$ cat config.mk
export PLATFORM = sky130hd
export DESIGN_NAME = sorted_list_set_merge
export DESIGN_NICKNAME = d
export VERILOG_FILES = /design/src/hw/rtl/slsm_pkg.sv /design/src/hw/rtl/slsm_ctrl.sv /design/src/hw/rtl/slsm_dp.sv /design/src/hw/rtl/sorted_list_set_merge.sv
export SDC_FILE = /design/constraint.sdc
export NUM_CORES = 1
export LEC_CHECK = 0
export ABC_AREA = 1
export ABC_CLOCK_PERIOD_IN_PS = 3200
export BUFFER_PORTS_ARGS = -buffer_cell sky130_fd_sc_hd__buf_2
export CORE_AREA = 2 2 306 308
export DETAILED_ROUTE_END_ITERATION = 8
export DIE_AREA = 0 0 308 310
export PLACE_DENSITY = 0.7
export SKIP_LAST_GASP = 1
export SYNTH_ARGS = -nofsm -noshare
export SYNTH_HDL_FRONTEND = slang
export SYNTH_SLANG_ARGS = --single-unit
$ cat constraint.sdc
create_clock -name clock -period 3.2 [get_ports clock]
set_clock_uncertainty 0.05 [all_clocks]
set_input_delay 0.32 -clock clock [delete_from_list [all_inputs] [get_ports clock]]
set_output_delay 0.32 -clock clock [all_outputs]
set_load 0.05 [all_outputs]
$ cat src/hw/rtl/slsm_pkg.sv
// Shared types and constants for the sorted list set merge block.
// Used by the controller, the datapath and the top level; no dependencies.
package slsm_pkg;

   localparam int LIST_CAPACITY = 16;
   localparam int CNT_W = $clog2(LIST_CAPACITY + 1);
   localparam int IDX_W = (LIST_CAPACITY > 1) ? $clog2(LIST_CAPACITY) : 1;
   localparam int DATA_W = 32;

   typedef enum logic [1:0] {
      FUNC_LOAD_FIRST  = 2'd0,
      FUNC_LOAD_SECOND = 2'd1,
      FUNC_RUN         = 2'd2,
      FUNC_NONE        = 2'd3
   } func_type;

   typedef enum logic [1:0] {
      OP_MERGE = 2'd0,
      OP_UNION = 2'd1,
      OP_INTER = 2'd2,
      OP_DIFF  = 2'd3
   } set_op_type;

   typedef enum logic {
      ST_IDLE,
      ST_WALK
   } state_type;

   typedef struct packed {
      logic load_first;
      logic load_second;
      logic start;
      logic step;
      logic finish;
   } cmd_type;

   typedef struct packed {
      logic active;
      logic out_free;
   } status_type;

endpackage

$ cat src/hw/rtl/slsm_ctrl.sv
// Controller state machine of the sorted list set merge block.
// Depends on slsm_pkg; drives the datapath through cmd_type commands.
module slsm_ctrl
   import slsm_pkg::*;
(
   input  logic       clock,
   input  logic       reset,
   input  logic       req_valid,
   input  logic [1:0] req_func,
   output logic       req_ready,
   input  status_type status,
   output cmd_type    cmd
);

   state_type state_ff;
   state_type state_in;
   func_type  func;

   assign func = func_type'(req_func);

   always_ff @(posedge clock) begin
      if (reset) begin
         state_ff <= ST_IDLE;
      end else begin
         state_ff <= state_in;
      end
   end

   always_comb begin
      state_in  = state_ff;
      req_ready = 1'b0;
      cmd       = '0;
      unique case (state_ff)
         ST_IDLE: begin
            req_ready = 1'b1;
            if (req_valid) begin
               unique case (func)
                  FUNC_LOAD_FIRST:  cmd.load_first  = 1'b1;
                  FUNC_LOAD_SECOND: cmd.load_second = 1'b1;
                  FUNC_RUN: begin
                     cmd.start = 1'b1;
                     state_in  = ST_WALK;
                  end
                  default: ;
               endcase
            end
         end
         ST_WALK: begin
            if (status.out_free) begin
               if (status.active) begin
                  cmd.step = 1'b1;
               end else begin
                  cmd.finish = 1'b1;
                  state_in   = ST_IDLE;
               end
            end
         end
         default: state_in = ST_IDLE;
      endcase
   end

endmodule

$ cat src/hw/rtl/slsm_dp.sv
// Datapath of the sorted list set merge block: list storage, walk pointers,
// one-entry lookahead and the result register. Depends on slsm_pkg.
module slsm_dp
   import slsm_pkg::*;
(
   input  logic                     clock,
   input  logic                     reset,
   input  cmd_type                  cmd,
   output status_type               status,
   input  logic signed [DATA_W-1:0] req_value,
   input  logic                     csr_we,
   input  logic [1:0]               csr_wdata,
   output logic                     rsp_valid,
   input  logic                     rsp_ready,
   output logic signed [DATA_W-1:0] rsp_value_res,
   output logic                     rsp_last,
   output logic                     rsp_empty_res,
   output logic                     rsp_dropped
);

   logic signed [DATA_W-1:0] first_mem [LIST_CAPACITY];
   logic signed [DATA_W-1:0] second_mem [LIST_CAPACITY];

   set_op_type               set_op_ff;
   logic [CNT_W-1:0]         first_count_ff;
   logic [CNT_W-1:0]         second_count_ff;
   logic                     drop_ff;
   logic [CNT_W-1:0]         i_ff;
   logic [CNT_W-1:0]         j_ff;
   logic signed [DATA_W-1:0] head_a_ff;
   logic signed [DATA_W-1:0] head_b_ff;
   logic                     pend_valid_ff;
   logic signed [DATA_W-1:0] pend_value_ff;
   logic                     out_valid_ff;
   logic signed [DATA_W-1:0] out_value_ff;
   logic                     out_last_ff;
   logic                     out_empty_ff;
   logic                     out_dropped_ff;

   logic signed [DATA_W-1:0] head_a;
   logic signed [DATA_W-1:0] head_b;
   logic                     a_avail;
   logic                     b_avail;
   logic                     emit;
   logic                     adv_i;
   logic                     adv_j;
   logic                     active;
   logic signed [DATA_W-1:0] emit_value;
   logic                     keeps_second;

   assign head_a  = head_a_ff;
   assign head_b  = head_b_ff;
   assign a_avail = i_ff < first_count_ff;
   assign b_avail = j_ff < second_count_ff;
   assign keeps_second = (set_op_ff == OP_MERGE) || (set_op_ff == OP_UNION);

   always_comb begin
      emit       = 1'b0;
      adv_i      = 1'b0;
      adv_j      = 1'b0;
      active     = 1'b1;
      emit_value = head_a;
      if (a_avail && b_avail) begin
         if (head_a < head_b) begin
            emit  = set_op_ff != OP_INTER;
            adv_i = 1'b1;
         end else if (head_b < head_a) begin
            emit       = keeps_second;
            emit_value = head_b;
            adv_j      = 1'b1;
         end else if (set_op_ff == OP_MERGE) begin
            emit       = 1'b1;
            emit_value = head_b;
            adv_j      = 1'b1;
         end else begin
            emit  = set_op_ff != OP_DIFF;
            adv_i = 1'b1;
            adv_j = 1'b1;
         end
      end else if (a_avail && set_op_ff != OP_INTER) begin
         emit  = 1'b1;
         adv_i = 1'b1;
      end else if (b_avail && keeps_second) begin
         emit       = 1'b1;
         emit_value = head_b;
         adv_j      = 1'b1;
      end else begin
         active = 1'b0;
      end
   end

   assign status.active   = active;
   assign status.out_free = !out_valid_ff || rsp_ready;

   always_ff @(posedge clock) begin
      if (cmd.load_first && first_count_ff < CNT_W'(LIST_CAPACITY)) begin
         first_mem[first_count_ff[IDX_W-1:0]] <= req_value;
      end
      if (cmd.load_second && second_count_ff < CNT_W'(LIST_CAPACITY)) begin
         second_mem[second_count_ff[IDX_W-1:0]] <= req_value;
      end
      if (cmd.start) begin
         head_a_ff <= first_mem[IDX_W'(0)];
         head_b_ff <= second_mem[IDX_W'(0)];
      end
      if (cmd.step && adv_i) begin
         head_a_ff <= first_mem[IDX_W'(i_ff + CNT_W'(1))];
      end
      if (cmd.step && adv_j) begin
         head_b_ff <= second_mem[IDX_W'(j_ff + CNT_W'(1))];
      end
   end

   always_ff @(posedge clock) begin
      if (reset) begin
         set_op_ff       <= OP_MERGE;
         first_count_ff  <= '0;
         second_count_ff <= '0;
         drop_ff         <= 1'b0;
         i_ff            <= '0;
         j_ff            <= '0;
         pend_valid_ff   <= 1'b0;
         out_valid_ff    <= 1'b0;
      end else begin
         if (csr_we) begin
            set_op_ff <= set_op_type'(csr_wdata);
         end
         if (cmd.load_first) begin
            if (first_count_ff < CNT_W'(LIST_CAPACITY)) begin
               first_count_ff <= first_count_ff + CNT_W'(1);
            end else begin
               drop_ff <= 1'b1;
            end
         end
         if (cmd.load_second) begin
            if (second_count_ff < CNT_W'(LIST_CAPACITY)) begin
               second_count_ff <= second_count_ff + CNT_W'(1);
            end else begin
               drop_ff <= 1'b1;
            end
         end
         if (cmd.start) begin
            i_ff          <= '0;
            j_ff          <= '0;
            pend_valid_ff <= 1'b0;
         end
         if (rsp_valid && rsp_ready) begin
            out_valid_ff <= 1'b0;
         end
         if (cmd.step) begin
            if (adv_i) begin
               i_ff <= i_ff + CNT_W'(1);
            end
            if (adv_j) begin
               j_ff <= j_ff + CNT_W'(1);
            end
            if (emit) begin
               pend_valid_ff <= 1'b1;
               if (pend_valid_ff) begin
                  out_valid_ff <= 1'b1;
               end
            end
         end
         if (cmd.finish) begin
            out_valid_ff    <= 1'b1;
            pend_valid_ff   <= 1'b0;
            first_count_ff  <= '0;
            second_count_ff <= '0;
            drop_ff         <= 1'b0;
         end
      end
   end

   always_ff @(posedge clock) begin
      if (cmd.step && emit) begin
         pend_value_ff <= emit_value;
         if (pend_valid_ff) begin
            out_value_ff   <= pend_value_ff;
            out_last_ff    <= 1'b0;
            out_empty_ff   <= 1'b0;
            out_dropped_ff <= drop_ff;
         end
      end
      if (cmd.finish) begin
         out_value_ff   <= pend_valid_ff ? pend_value_ff : '0;
         out_last_ff    <= 1'b1;
         out_empty_ff   <= !pend_valid_ff;
         out_dropped_ff <= drop_ff;
      end
   end

   assign rsp_valid     = out_valid_ff;
   assign rsp_value_res = out_value_ff;
   assign rsp_last      = out_last_ff;
   assign rsp_empty_res = out_empty_ff;
   assign rsp_dropped   = out_dropped_ff;

endmodule

$ cat src/hw/rtl/sorted_list_set_merge.sv
// Top level of the sorted list set merge block.
// Depends on slsm_pkg, slsm_ctrl and slsm_dp.
//
// Append transfers (func 0 to the first list, func 1 to the second) store one
// value each; an append to a full list is dropped and flagged in the next
// run's results. A run transfer (func 2) starts a two-pointer walk that makes
// one comparison step per cycle while the result port does not stall; no new
// transfer is taken until the walk ends. Results leave through a one-entry
// lookahead and an output register, so the final item carries last; an empty
// result gives one item with empty_res set. Each run clears both lists and the
// drop flag. set_op must be written only while the block is idle; the block
// itself does not enforce this.
module sorted_list_set_merge
   import slsm_pkg::*;
(
   input  logic                     clock,
   input  logic                     reset,
   input  logic                     req_valid,
   output logic                     req_ready,
   input  logic [1:0]               req_func,
   input  logic signed [DATA_W-1:0] req_value,
   output logic                     rsp_valid,
   input  logic                     rsp_ready,
   output logic signed [DATA_W-1:0] rsp_value_res,
   output logic                     rsp_last,
   output logic                     rsp_empty_res,
   output logic                     rsp_dropped,
   input  logic                     csr_we,
   input  logic [1:0]               csr_wdata
);

   cmd_type    cmd;
   status_type status;

   slsm_ctrl u_ctrl (
      .clock     (clock),
      .reset     (reset),
      .req_valid (req_valid),
      .req_func  (req_func),
      .req_ready (req_ready),
      .status    (status),
      .cmd       (cmd)
   );

   slsm_dp u_dp (
      .clock         (clock),
      .reset         (reset),
      .cmd           (cmd),
      .status        (status),
      .req_value     (req_value),
      .csr_we        (csr_we),
      .csr_wdata     (csr_wdata),
      .rsp_valid     (rsp_valid),
      .rsp_ready     (rsp_ready),
      .rsp_value_res (rsp_value_res),
      .rsp_last      (rsp_last),
      .rsp_empty_res (rsp_empty_res),
      .rsp_dropped   (rsp_dropped)
   );

endmodule
==> summary by stage <==
Clock tree
The number of clock sinks seen by CTS is 1181. In this run, CTS created clock tree buffers numbering 114. Post-CTS timing repair inserted 0 buffers for setup. The clock tree from TritonCTS is yes. The tree is rooted in a sky130_fd_sc_hd__clkbuf_16. After clock tree synthesis, the clock-pin slew on the worst setup and hold paths is 0.06 ns.

The H-tree was split into 3 levels. The clock latency reported for the late side of the worst-skew pair is 0.70 ns. No sink is reached through more buffers than the 3 on the longest clock path.

Drt
The number of remaining DRC errors is 0. Summed over all nets, wire length on met2 after detailed routing comes to 55900 µm. The met1 wire length is 47800 µm. The final layout contains routed wiring with a total length of 116000 µm. After detailed routing, no signal wire sits above met4.

The number of nets with antenna violations after detailed routing is 0. For this block, the initial DRC count from the detailed router was 3791. The total met3 wirelength after detailed routing is 9700 µm. For this run, the detailed router's first-pass iteration total came to 6. After detailed routing, the average wire length per cell comes to 24.0 µm.

The detailed-route via count is 29165. Using the TritonRoute via totals, the vias-per-cell ratio works out to 6.00.

Floorplan
The die is 308 µm wide. The starting density of the core is 0.514. The floorplan row count is 112. In this run the standard cell core region covers 92500 µm².

The count of pins on the block boundary is 78. The full die area is 95500 µm². The die is 310 µm tall.

Global routing
The global-route congestion overflow total is 0. The wire length of the first global-routing pass is 174000 µm. The pin count of the biggest net entering global routing is 108. The via count of the first global-routing pass is 28207. The number of antenna violations at the first check in global routing is 3.

The all-layer global routing usage is 0.244.

Hold path
The worst hold path was traced through 4 stages. The tightest min-delay check is of the in2reg type. The start point of the worst hold path is req_func[0]. The worst hold path terminates at u_dp.drop_ff$_SDFF_PP0_.

Placement
Summed over all nets, the half-perimeter wirelength after detailed placement is 67300 µm. The post-detailed-placement cell area is 50200 µm². The congestion estimate from routability-driven global placement came to 0.882.

Port buffering added 77 buffers.

Synthesis
Counting distinct cell types in the post-synthesis netlist gives 48. Of the post-synthesis cell area, the dominant cell type holds 0.729. The number of flip-flops and latches in the synthesized netlist is 1181. The cell area that synthesis handed to floorplanning was 47500 µm². The async set-or-reset flop fraction in the synthesized netlist is 0.

The Yosys step of the flow raised 0 warnings. The synthesized net count is 3557. By area the synthesized netlist is led by sky130_fd_sc_hd__edfxtp_1 (73%), sky130_fd_sc_hd__nor2_1 (4.5%), sky130_fd_sc_hd__o21ai_0 (4.0%).

The largest area contributor in the synthesized netlist is sky130_fd_sc_hd__edfxtp_1. The most used flip-flop cell after synthesis is sky130_fd_sc_hd__edfxtp_1. The synthesized area divided by synthesized cell count is 13.7 µm². The number of cells produced by synthesis is 3466. The sequential area share after synthesis is 0.740. Yosys mapped a number of flops with a built-in enable equal to 1154.

Final layout
The post-layout net count is 3657. Compared with the post-synthesis result, the final layout area differs by 13.5%. The sequential cells in the finished layout cover a total of 35200 µm². The total of fill cells in the finished design is 7036. In the final layout, the multi-input gates occupy 11000 µm². The final cell area excluding filler cells is 54000 µm². In the final layout, the share of cells above drive strength 1 is 0.114.

Flow run
Max-cap violations in this run came to 0.

Critical path
The type of the worst setup path is reg2reg. The signal on the critical path passes through inv_1 -> ha_1 -> nand2_1 -> o21ai_1 -> a21oi_2 -> nand2_1 -> inv_1 -> nor3_4 -> nor2_4 -> nand3_4 -> clkinv_4 -> nand2_1 -> o21ai_1. The internal reg-to-reg setup slack is 0.32 ns. The worst flop-to-flop path endpoint is u_dp.head_a[13]$_DFFE_PP_. Among cell families on the critical path, the largest total delay comes from simple AND/OR/NAND/NOR gates.

The critical path starts at u_dp.second_count_ff[3]$_SDFFE_PP0P_. The startpoint of the worst-slack reg-to-reg timing path is u_dp.second_count_ff[3]$_SDFFE_PP0P_. The biggest cell delay along the critical path is 0.44 ns. The worst setup path is launched from a flop. Counting both buffers and inverters, the worst setup path holds a total of 3. The arrival time of the worst setup path is 3.26 ns. STA classifies the critical path endpoint as a flop.

The cell that appears most often on the critical path is sky130_fd_sc_hd__nand2_1. The biggest fanout along the worst timing path is 64. The depth of the worst register-to-register path is 13. The slowest library cell on the worst path is sky130_fd_sc_hd__dfxtp_1.

At the worst endpoint, the required time is 3.58 ns.

Timing
The total negative slack is 0 ns. The max-slew headroom at the worst pin is 0.464. The count of final max-slew check failures is 0. The final number of hold-violating endpoints is 0. Setup repair after global routing left no endpoint under its margin. Of the available clock period, the critical path in the final layout requires 0.900. The slew at the pin with the worst max-slew slack is 0.799 ns.

Setup violations remaining at the end of the flow were counted as 0. The shortest clock period the worst path allows after layout is 2.88 ns. Static timing analysis puts the maximum clock frequency at 0.347 GHz.

Outcome
The flow ran to the end, and the final reports show no timing, DRC or antenna violations.

Power and ir drop
The internal cell power is 24.9 mW. Of the total power, the share spent switching nets is 0.206. The proportion of power drawn by flip-flops and latches is 0.548. The total power after layout is 31.3 mW. The power density over cell area is 580 nW/µm².

The proportion of power drawn by combinational gates is 0.030. The power dissipated by switching net loads is 6.45 mW. The clock network power share is 0.422. The static power due to leakage is 17.6 nW. The worst ir drop on vdd is 0.514 mV.
[registers in the layout, summed over array words and instances (netlist names), 2 cells and up]
| signal | flops |
|---|---|
| u_dp.rsp_value_res | 32 |
| u_dp.second_count_ff | 5 |
| u_dp.pend_value_ff | 32 |
| u_dp.first_mem | 512 |
| u_dp.first_count_ff | 5 |
| u_dp.i_ff | 5 |
| u_dp.j_ff | 5 |
| u_dp.head_b | 32 |
| u_dp.set_op_ff | 2 |
| u_dp.second_mem | 512 |
| u_dp.head_a | 32 |
[logic make-up (layout without fill, tap and decap cells)]
kind of cell / after synthesis / after routing / synth area share
buffers and inverters: 389 / 584 / 0.0341
AO/OA/AOI/OAI: 841 / 841 / 0.110
other: 0 / 3 / 0
adder cells (fa/ha/maj): 50 / 50 / 0.0132
XOR/XNOR: 8 / 8 / 0.00147
flip-flops: 1181 / 1181 / 0.740
multiplexers: 136 / 136 / 0.0286
AND/OR/NAND/NOR: 861 / 861 / 0.0725
[cell type report]
class,count,area share
clock buffers,139,0.0554
repair buffers,202,0.0346
clock inverters,72,0.0129
well taps,1197,0.0278
inverters,171,0.0121
diodes,3,0.000139
flip-flops and latches,1181,0.652
multi-input cells,1896,0.205
[power by group through the flow]
stage	registers (mW)	logic (mW)	clock network, mW
global route	17.2	1.04	14.0
CTS	17.1	0.955	13.4
finish	17.2	0.954	13.2
floorplan	17.5	0.438	0
global placement	17.5	0.918	0
detailed placement	17.5	0.941	0
[cell usage after synthesis (2+ instances only)]
library cell and instances:
sky130_fd_sc_hd__o21a_1 10, sky130_fd_sc_hd__nor2_1 566, sky130_fd_sc_hd__a211oi_1 2, sky130_fd_sc_hd__nand2_1 194, sky130_fd_sc_hd__o221ai_1 128, sky130_fd_sc_hd__o21ai_0 380
sky130_fd_sc_hd__buf_2 49, sky130_fd_sc_hd__a21oi_1 96, sky130_fd_sc_hd__inv_1 165, sky130_fd_sc_hd__nor3_1 7, sky130_fd_sc_hd__nand3b_1 2, sky130_fd_sc_hd__o32ai_1 81
sky130_fd_sc_hd__nand2_2 2, sky130_fd_sc_hd__edfxtp_1 1154, sky130_fd_sc_hd__nor3b_1 3, sky130_fd_sc_hd__nand3_1 68, sky130_fd_sc_hd__xor2_1 5, sky130_fd_sc_hd__o22ai_1 22
sky130_fd_sc_hd__nand4_1 8, sky130_fd_sc_hd__clkbuf_1 133, sky130_fd_sc_hd__xnor2_1 3, sky130_fd_sc_hd__o211ai_1 50, sky130_fd_sc_hd__ha_1 50, sky130_fd_sc_hd__buf_1 18
sky130_fd_sc_hd__dfxtp_1 27, sky130_fd_sc_hd__a21oi_2 3, sky130_fd_sc_hd__o21ai_1 65, sky130_fd_sc_hd__mux2i_1 136, sky130_fd_sc_hd__buf_4 12, sky130_fd_sc_hd__nor2_2 2
sky130_fd_sc_hd__inv_2 3, sky130_fd_sc_hd__buf_6 6
[worst max-delay path by stage]
stage	end	slack, ns	cells after the start
after floorplan	u_dp.first_mem[11][0]$_DFFE_PP_	0.01	7
after global routing	u_dp.head_a[21]$_DFFE_PP_	0.09	13
final	u_dp.head_a[13]$_DFFE_PP_	0.32	13
after detailed placement	u_dp.head_a[13]$_DFFE_PP_	0.35	13
after global placement	u_dp.head_a[5]$_DFFE_PP_	0.47	13
after CTS	u_dp.head_a[27]$_DFFE_PP_	0.34	13
[per-stage QoR]
step | std cells | hold slack, ns | util | setup slack [ns]
floorplan | 3466 | 0.359 | - | 0.0146
global placement | 4640 | 0.399 | 0.543 | 0.473
finish | 4861 | 0.0778 | 0.583 | 0.321
detailed placement | 4640 | 0.398 | 0.543 | 0.352
CTS | 4858 | 0.0526 | 0.583 | 0.343
global route | 4859 | 0.0869 | 0.583 | 0.0906
[worst min-delay path: stages]
cell                      delay, ns
sky130_fd_sc_hd__buf_2         0.09
sky130_fd_sc_hd__nand2_1       0.11
sky130_fd_sc_hd__nor2_1        0.13
sky130_fd_sc_hd__o311a_1       0.14
[metal layers]
metal / global-route usage / vias to the layer above
li1: - / 13172
met1: 0.340 / 14529
met2: 0.397 / 1292
met3: 0.0368 / 172
met4: 0.0786 / 0
met5: 0 / -
[cell usage in the layout, fill, tap and decap left out, drive strengths merged]
cell         instances
o22ai               22
bufinv              11
o211ai              51
a211oi               2
buf                195
a21oi               99
or2                  1
clkbuf             139
o21a                10
dlygate4sd3          7
inv                175
nor3                 8
nand3               70
nor4                 1
nand4                8
ha                  50
xor2                 5
o221ai             128
o311a                1
o21ai              446
xnor2                3
diode                3
and3                 1
edfxtp            1154
o32ai               81
a21o                 1
nand2              197
mux2i              136
clkinv              57
dfxtp               27
nor2b                1
nor3b                3
nand3b               2
nor2               569
[timing repair]
| action | CTS | global route |
|---|---|---|
| setup endpoints to repair | 0 | 0 |
| gates resized for setup | 0 | 0 |
| hold buffers | 7 | 0 |
| endpoints found under the hold margin | 11 | 0 |
Note: power is estimated with default switching activity, not from simulation.
